==> config.mk <==
export PLATFORM = sky130hd
export DESIGN_NAME = logic_sample_change_encoder_top
export DESIGN_NICKNAME = d
export VERILOG_FILES = /design/src/rtl/lsce_pkg.sv /design/src/rtl/lsce_seq.sv /design/src/rtl/lsce_datapath.sv /design/src/rtl/logic_sample_change_encoder_top.sv
export SDC_FILE = /design/constraint.sdc
export NUM_CORES = 1
export LEC_CHECK = 0
export BUFFER_PORTS_ARGS = -buffer_cell sky130_fd_sc_hd__buf_2
export CORE_ASPECT_RATIO = 0.9
export CORE_MARGIN = 1.5
export CORE_UTILIZATION = 57
export CTS_CLUSTER_SIZE = 24
export DETAILED_ROUTE_END_ITERATION = 6
export PLACE_DENSITY = 0.78
export SYNTH_ARGS = -nofsm -noshare
export SYNTH_HDL_FRONTEND = slang
export SYNTH_SLANG_ARGS = --single-unit
==> constraint.sdc <==
create_clock -name clk_i -period 4 [get_ports clk_i]
set_clock_uncertainty 0.05 [all_clocks]
set_input_delay 0.4 -clock clk_i [delete_from_list [all_inputs] [get_ports clk_i]]
set_output_delay 0.4 -clock clk_i [all_outputs]
set_load 0.02 [all_outputs]
==> src/rtl/lsce_pkg.sv <==
// Package for the logic sample change encoder.
// Holds widths, record codes, the microcode store and the channel helper functions.
// No dependencies.
`default_nettype none

package lsce_pkg;

  localparam int unsigned SampleW = 8;
  localparam int unsigned TimeW   = 32;
  localparam int unsigned IdxW    = 3;
  localparam int unsigned CountW  = 4;
  localparam int unsigned IdW     = 7;

  localparam logic [IdW-1:0]    IdBase       = 7'd37;
  localparam logic [IdW-1:0]    IdLimit      = 7'd127;
  localparam logic [CountW-1:0] CountReset   = 4'd8;

  localparam logic KIND_TS   = 1'b0;
  localparam logic KIND_CHAN = 1'b1;

  typedef enum logic [1:0] {
    STEP_WAIT,
    STEP_STAMP,
    STEP_CHAN,
    STEP_SPARE
  } step_e;

  typedef enum logic [1:0] {
    JC_ALWAYS,
    JC_NO_WORK,
    JC_MORE
  } jump_e;

  typedef struct packed {
    logic  load;
    logic  emit_ts;
    logic  emit_ch;
    jump_e cond;
    step_e tgt_t;
    step_e tgt_f;
  } ctl_t;

  typedef struct packed {
    logic work;
    logic more;
    logic out_busy;
  } sts_t;

  function automatic ctl_t ucode(step_e s);
    ctl_t w;
    w = '{load: 1'b0, emit_ts: 1'b0, emit_ch: 1'b0, cond: JC_ALWAYS,
          tgt_t: STEP_WAIT, tgt_f: STEP_WAIT};
    unique case (s)
      STEP_WAIT: begin
        w.load  = 1'b1;
        w.cond  = JC_NO_WORK;
        w.tgt_t = STEP_WAIT;
        w.tgt_f = STEP_STAMP;
      end
      STEP_STAMP: begin
        w.emit_ts = 1'b1;
        w.cond    = JC_ALWAYS;
        w.tgt_t   = STEP_CHAN;
      end
      STEP_CHAN: begin
        w.emit_ch = 1'b1;
        w.cond    = JC_MORE;
        w.tgt_t   = STEP_CHAN;
        w.tgt_f   = STEP_WAIT;
      end
      default: begin
        w.cond  = JC_ALWAYS;
        w.tgt_t = STEP_WAIT;
      end
    endcase
    return w;
  endfunction

  function automatic logic [SampleW-1:0] enable_mask(logic [CountW-1:0] cnt);
    logic [SampleW-1:0] m;
    for (int i = 0; i < SampleW; i++) begin
      m[i] = (cnt > CountW'(i));
    end
    return m;
  endfunction

  function automatic logic [IdxW-1:0] lowest_index(logic [SampleW-1:0] d);
    logic [IdxW-1:0] idx;
    idx = '0;
    for (int i = SampleW - 1; i >= 0; i--) begin
      if (d[i]) begin
        idx = IdxW'(i);
      end
    end
    return idx;
  endfunction

  function automatic logic [IdW-1:0] id_for(logic [IdxW-1:0] idx);
    logic [IdW:0] s;
    s = (IdW + 1)'(idx) + (IdW + 1)'(IdBase);
    if (s > (IdW + 1)'(IdLimit)) begin
      return IdLimit;
    end
    return s[IdW-1:0];
  endfunction

endpackage

`default_nettype wire

==> src/rtl/lsce_seq.sv <==
// Microcode sequencer: step counter, control store lookup and jump logic.
// Depends on lsce_pkg.
`default_nettype none

module lsce_seq import lsce_pkg::*; (
  input  wire       clk_i,
  input  wire       rst_ni,
  input  wire sts_t sts_i,
  output ctl_t      ctl_o
);

  step_e step_q, step_d;
  ctl_t  ctl;

  assign ctl   = ucode(step_q);
  assign ctl_o = ctl;

  always_comb begin
    step_d = step_q;
    if ((ctl.emit_ts || ctl.emit_ch) && sts_i.out_busy) begin
      step_d = step_q;
    end else begin
      unique case (ctl.cond)
        JC_ALWAYS:  step_d = ctl.tgt_t;
        JC_NO_WORK: step_d = !sts_i.work ? ctl.tgt_t : ctl.tgt_f;
        JC_MORE:    step_d = sts_i.more ? ctl.tgt_t : ctl.tgt_f;
        default:    step_d = STEP_WAIT;
      endcase
    end
  end

  always_ff @(posedge clk_i or negedge rst_ni) begin
    if (!rst_ni) begin
      step_q <= STEP_WAIT;
    end else begin
      step_q <= step_d;
    end
  end

  a_no_spare: assert property (@(posedge clk_i) disable iff (!rst_ni)
    step_q != STEP_SPARE)
    else $error("sequencer reached unused step");

  a_hold_busy: assert property (@(posedge clk_i) disable iff (!rst_ni)
    (step_q == STEP_STAMP && sts_i.out_busy) |=> step_q == STEP_STAMP)
    else $error("timestamp step left while output busy");

  a_stamp_next: assert property (@(posedge clk_i) disable iff (!rst_ni)
    (step_q == STEP_STAMP && !sts_i.out_busy) |=> step_q == STEP_CHAN)
    else $error("timestamp not followed by channel records");

endmodule

`default_nettype wire

==> src/rtl/lsce_datapath.sv <==
// Datapath: sample history, time counter, change mask and the output record register.
// Driven by the control word of lsce_seq; depends on lsce_pkg.
`default_nettype none

module lsce_datapath import lsce_pkg::*; (
  input  wire                   clk_i,
  input  wire                   rst_ni,
  input  wire ctl_t             ctl_i,
  output sts_t                  sts_o,
  input  wire                   cfg_we_i,
  input  wire  [CountW-1:0]     cfg_channel_count_i,
  input  wire                   in_valid_i,
  output logic                  in_stall_o,
  input  wire  [SampleW-1:0]    sample_bits_i,
  output logic                  out_valid_o,
  input  wire                   out_stall_i,
  output logic                  record_kind_o,
  output logic [TimeW-1:0]      time_stamp_o,
  output logic [IdxW-1:0]       channel_index_o,
  output logic                  channel_level_o,
  output logic [IdW-1:0]        id_char_o,
  output logic                  end_of_run_o
);

  logic [CountW-1:0]  count_q;
  logic [SampleW-1:0] prev_q;
  logic               first_q;
  logic [TimeW-1:0]   time_q;
  logic [TimeW-1:0]   stamp_q;
  logic [SampleW-1:0] sample_q;
  logic [SampleW-1:0] diff_q, diff_d;
  logic [SampleW-1:0] diff_nxt;
  logic [SampleW-1:0] diff_rest;
  logic [IdxW-1:0]    idx;
  logic               accept;
  logic               out_busy;
  logic               fire;
  logic               last_ch;

  logic               out_valid_q, out_valid_d;
  logic               kind_q;
  logic [TimeW-1:0]   ts_q;
  logic [IdxW-1:0]    index_q;
  logic               level_q;
  logic [IdW-1:0]     id_q;
  logic               end_q;

  assign in_stall_o = !ctl_i.load;
  assign accept     = in_valid_i && ctl_i.load;
  assign diff_nxt   = first_q ? enable_mask(count_q)
                              : (sample_bits_i ^ prev_q) & enable_mask(count_q);
  assign diff_rest  = diff_q & (diff_q - SampleW'(1));
  assign idx        = lowest_index(diff_q);
  assign last_ch    = (diff_rest == '0);
  assign out_busy   = out_valid_q && out_stall_i;
  assign fire       = (ctl_i.emit_ts || ctl_i.emit_ch) && !out_busy;

  assign sts_o = '{work: accept && (diff_nxt != '0), more: !last_ch, out_busy: out_busy};

  always_comb begin
    diff_d = diff_q;
    if (accept) begin
      diff_d = diff_nxt;
    end else if (fire && ctl_i.emit_ch) begin
      diff_d = diff_rest;
    end
  end

  always_comb begin
    out_valid_d = out_valid_q && out_stall_i;
    if (fire) begin
      out_valid_d = 1'b1;
    end
  end

  always_ff @(posedge clk_i or negedge rst_ni) begin
    if (!rst_ni) begin
      count_q     <= CountReset;
      prev_q      <= '0;
      first_q     <= 1'b1;
      time_q      <= '0;
      diff_q      <= '0;
      out_valid_q <= 1'b0;
    end else begin
      if (cfg_we_i) begin
        count_q <= cfg_channel_count_i;
      end
      if (accept) begin
        prev_q  <= sample_bits_i;
        first_q <= 1'b0;
        time_q  <= time_q + TimeW'(1);
      end
      diff_q      <= diff_d;
      out_valid_q <= out_valid_d;
    end
  end

  always_ff @(posedge clk_i) begin
    if (accept) begin
      stamp_q  <= time_q;
      sample_q <= sample_bits_i;
    end
    if (fire) begin
      ts_q <= stamp_q;
      if (ctl_i.emit_ch) begin
        kind_q  <= KIND_CHAN;
        index_q <= idx;
        level_q <= sample_q[idx];
        id_q    <= id_for(idx);
        end_q   <= last_ch;
      end else begin
        kind_q  <= KIND_TS;
        index_q <= '0;
        level_q <= 1'b0;
        id_q    <= '0;
        end_q   <= 1'b0;
      end
    end
  end

  assign out_valid_o     = out_valid_q;
  assign record_kind_o   = kind_q;
  assign time_stamp_o    = ts_q;
  assign channel_index_o = index_q;
  assign channel_level_o = level_q;
  assign id_char_o       = id_q;
  assign end_of_run_o    = end_q;

  a_chan_has_diff: assert property (@(posedge clk_i) disable iff (!rst_ni)
    ctl_i.emit_ch |-> diff_q != '0)
    else $error("channel record requested with empty change mask");

  a_ts_pending: assert property (@(posedge clk_i) disable iff (!rst_ni)
    (out_valid_q && kind_q == KIND_TS) |-> diff_q != '0)
    else $error("timestamp record without pending channel records");

  a_last_clears: assert property (@(posedge clk_i) disable iff (!rst_ni)
    (fire && ctl_i.emit_ch && last_ch) |=> diff_q == '0)
    else $error("change mask not empty after last channel record");

endmodule

`default_nettype wire

==> src/rtl/logic_sample_change_encoder_top.sv <==
// Top level of the logic sample change encoder.
// Instantiates lsce_seq and lsce_datapath; depends on lsce_pkg.
`default_nettype none

// A sample is taken at the wait step of the microcode sequencer. A sample with no
// change on an enabled channel leaves the sequencer at that step; a sample with k
// changed channels then emits a timestamp record and k channel records, one per
// cycle through the output register while the output is not stalled. The next
// sample is taken only once the sequencer is back at its wait step.
module logic_sample_change_encoder_top import lsce_pkg::*; (
  input  wire                clk_i,
  input  wire                rst_ni,
  input  wire                cfg_we_i,
  input  wire  [CountW-1:0]  cfg_channel_count_i,
  input  wire                in_valid_i,
  output logic               in_stall_o,
  input  wire  [SampleW-1:0] sample_bits_i,
  output logic               out_valid_o,
  input  wire                out_stall_i,
  output logic               record_kind_o,
  output logic [TimeW-1:0]   time_stamp_o,
  output logic [IdxW-1:0]    channel_index_o,
  output logic               channel_level_o,
  output logic [IdW-1:0]     id_char_o,
  output logic               end_of_run_o
);

  ctl_t ctl;
  sts_t sts;

  lsce_seq u_seq (
    .clk_i  (clk_i),
    .rst_ni (rst_ni),
    .sts_i  (sts),
    .ctl_o  (ctl)
  );

  lsce_datapath u_dp (
    .clk_i               (clk_i),
    .rst_ni              (rst_ni),
    .ctl_i               (ctl),
    .sts_o               (sts),
    .cfg_we_i            (cfg_we_i),
    .cfg_channel_count_i (cfg_channel_count_i),
    .in_valid_i          (in_valid_i),
    .in_stall_o          (in_stall_o),
    .sample_bits_i       (sample_bits_i),
    .out_valid_o         (out_valid_o),
    .out_stall_i         (out_stall_i),
    .record_kind_o       (record_kind_o),
    .time_stamp_o        (time_stamp_o),
    .channel_index_o     (channel_index_o),
    .channel_level_o     (channel_level_o),
    .id_char_o           (id_char_o),
    .end_of_run_o        (end_of_run_o)
  );

endmodule

`default_nettype wire
==> summary.txt <==
Detailed routing
  – Initial drt markers: 190
  – DR vias: 3,174
  – WL per Instance: around 17 um
  – Post-DRT Antenna Nets: 0
  – Post-detailed-routing wire length: between 9000 and 10,000 um
  – Router iterations before antenna repair: 5
  – Vias/cell: approximately 5.5
  – DRC: 0

Synth
  – Mapped Cells: about 370
  – Yosys reg bits: roughly 140
  – Sequential share of the synthesized area: 0.7220
  – XOR/XNOR share of the synthesized area: 0.06492
  – Post-synth EDFFs: 83
  – Synth area leader: edfxtp_1
  – Synth top area share: 0.4619
  – Synth Area in Compound Gates: 0.05379
  – Syn Std Cell Area: 0.005396 mm2
  – Synth warn: 0
  – Top cells by area, synth: edfxtp_1 (46%), dfrtp_1 (25%), xnor2_1 (4.4%), nand2_1 (3.2%), xor2_1 (2.1%)
  – Netlist cell types: between 40 and 50
  – Post-synthesis mux area share: 0.01994
  – Adder and majority gate portion of the synthesized area: 0.01623
  – Synth async-reset ratio: 0.4029
  – Dominant synthesized flop cell: edfxtp_1
  – Combinational family with the most area after synthesis: simple AND/OR/NAND/NOR gates
  – Post-Syn Area per Cell: 14.70 um2
  – Synth Area in Simple Gates: 0.1113

Die
  – Starting Density: 0.5887
  – Core footprint: between 0.009 and 0.01 mm2
  – Num rows: 33
  – Chip width: about 110 um
  – Chip height: between 90 and 100 um
  – Ports: 64
  – Die ar.: roughly 0.01 mm2

Critical path
  – Critical Path RT: around 4400 ps
  – R2R depth: 8
  – WP data arrival: between 2000 and 3000 ps
  – Crit-path max FO: 24
  – Startpoint types: register
  – Critical R2R Capture: u_dp.time_q[5]
  – FF-to-FF Start: u_seq.step_q[0]
  – CP Capture Type: register
  – Worst reg2reg setup slack: approximately 1700 ps
  – Critical path class: reg2reg

Outcome
  – Status: finished, final reports clean

Clock network
  – PostCTS Resize Cnt: 0
  – Worst-path clk slew: 70 ps
  – Max Root-Sink Buffers: 2
  – CTS tree: built
  – H-Tree Depth: 4
  – CTS Root Cell: clkbuf_8
  – Total CTS buffers: 17
  – TritonCTS Sinks: between 100 and 150
  – Worst-Skew Late Latency: between 500 and 600 ps

Timing
  – Final min period: between 2000 and 2500 ps
  – Final worst path period share: 0.5755
  – Worst slew pin tran: roughly 950 ps
  – Setup TNS Final: 0 ps
  – Fmax: 0.4344 GHz
  – Hold Vio Cnt, Final: 0
  – Slew Viols, Final: 0
  – Final setup vio count: 0
  – RSZ-0062 raised after global routing: no
  – Worst relative slew slack: 0.3680

Cells and area
  – Layout area overhead: 19.87%
  – Post-Layout Cell Count: a little under 600
  – Post-route cell area: between 0.006 and 0.007 mm2
  – Area occupied by multi-input gates: approximately 0.0014 mm2
  – Seq. cell area: approximately 0.004 mm2
  – # nets final: 470
  – Layout cells sized above 1: 0.2571
  – Fillers: ~630
  – Antenna diode count: 0
  – Core Util, Final: 0.7057

Pwr
  – Pwr dens: between 800 and 900 mW/mm2
  – Peak supply drop: about 450 uV
  – P_leak: approximately 2.7 nW

Placement
  – DP Cell Count: ~550
  – Dpl hpwl: slightly above 6000 um
  – Post-Place Cell Area: between 0.005 and 0.006 mm2
  – Port-buffer cells: slightly above 60
  – Placer Congestion: around 0.8

Hold path
  – HP Start: sample_bits_i[2]
  – Hold depth: 1
  – Type of the worst min-delay path: in2reg
  – Hold endpoint: u_dp.sample_q[2]

Global route
  – First-pass GRT wire length: between 15,000 and 20,000 um
  – Initial antenna violation count: 0
  – Remaining global-route overflow: 0
  – Gr usage total: 0.2117
  – Number of global-route vias before repair: roughly 3.2k
  – Pin count of the biggest net entering global routing: 57

Job
  – MaxCap Viol Count: 0
-- power by group --
part	total, mW	switching (mW)	internal, mW
Combinational	1.33	0.894	0.435
Sequential	2.30	0.228	2.08
Clock	1.59	0.625	0.962
-- final cells by class --
| class | instances | area share |
|---|---|---|
| clock buffers | 17 | 0.06402 |
| clock inverters | 15 | 0.02921 |
| inverters | 7 | 0.004062 |
| multi-input cells | 215 | 0.2234 |
| flip-flops and latches | 139 | 0.6023 |
| well taps | 122 | 0.02360 |
| repair buffers | 66 | 0.05338 |
-- cells in the mapped netlist, drive strengths merged (4+ instances only) --
| master | instances |
|---|---|
| nor2 | 15 |
| nand3 | 16 |
| clkbuf | 4 |
| o21ai | 14 |
| mux2 | 4 |
| mux2i | 4 |
| o22ai | 5 |
| ha | 7 |
| dfrtp | 54 |
| nand2 | 47 |
| nand4 | 10 |
| and3 | 10 |
| a21oi | 6 |
| xnor2 | 27 |
| inv | 7 |
| xor2 | 13 |
| edfxtp | 83 |
| and2 | 6 |
-- state kept, by name, indices dropped and copies added, names as in the netlist, 2 cells and up --
signal and flops:
u_dp.time_stamp_o 32, u_dp.count_q 4, u_dp.prev_q 8, u_dp.sample_q 8, u_seq.step_q 2, u_dp.channel_index_o 3
u_dp.stamp_q 32, u_dp.diff_q 8, u_dp.time_q 32, u_dp.id_char_o 5
-- repair_timing --
action	CTS	global route
endpoints found under the hold margin	54	0
hold buffers	1	0
buffers inserted	0	0
-- worst max path at each step --
stage,slack (ps),endpoint,cells past startpoint,from
floorplan,1190,u_dp.sample_q[0],5,u_seq.step_q[0]
global placement,1850,u_dp.time_q[5],8,u_seq.step_q[0]
detailed placement,1730,u_dp.time_q[5],8,u_seq.step_q[0]
CTS,1700,u_dp.time_q[5],8,u_seq.step_q[0]
global route,1490,u_dp.time_q[5],8,u_seq.step_q[0]
finish,1700,u_dp.time_q[5],8,u_seq.step_q[0]
-- worst max-delay path: stages, from the launching register on --
cell and delay (ps):
dfrtp_1 370, inv_1 100, ha_1 280, nand2_1 120, clkinv_1 420, buf_4 420
and3_1 230, nand4_1 100, xnor2_1 120
-- metrics by stage --
step | hold slack (ps) | worst slack [ps] | total power [mW]
2_1_floorplan | 54.41 | 1193 | 3.207
3_3_place_gp | 354.4 | 1852 | 3.571
3_5_place_dp | 354.5 | 1726 | 3.647
4_1_cts | 24.33 | 1695 | 5.255
5_1_grt | 25.55 | 1490 | 5.474
6_report | 39.30 | 1698 | 5.220
-- cell families after synthesis --
family,after synthesis
and+or+nand+nor,114
xor gates and xnor gates,40
DFF,139
other,1
adders and majority gates,7
muxes,9
buffers and inverters,14
AOI/OAI and AO/OA,43
-- placed cells by master, fill, tap and decap left out, types with 5 or more instances in the layout --
cell	count
xor2_1	13
inv_6	5
nor2_1	9
buf_2	61
a21oi_1	5
o21ai_0	13
nand4_1	9
dfrtp_1	54
and3_1	10
ha_1	7
nand3_1	16
xnor2_1	27
clkbuf_16	16
edfxtp_1	83
nand2_1	46
inv_1	6
o22ai_1	5
-- per-layer routing --
layer,vias up,routed length (um),GRT usage,share of wire
met3,26,492,0.05673,0.051
met4,0,238,0.1081,0.025
met2,107,4820,0.3513,0.50
met5,-,0,0,0
met1,1554,4142,0.2607,0.43
li1,1487,-,-,-
(Power assumes the default switching activity.)
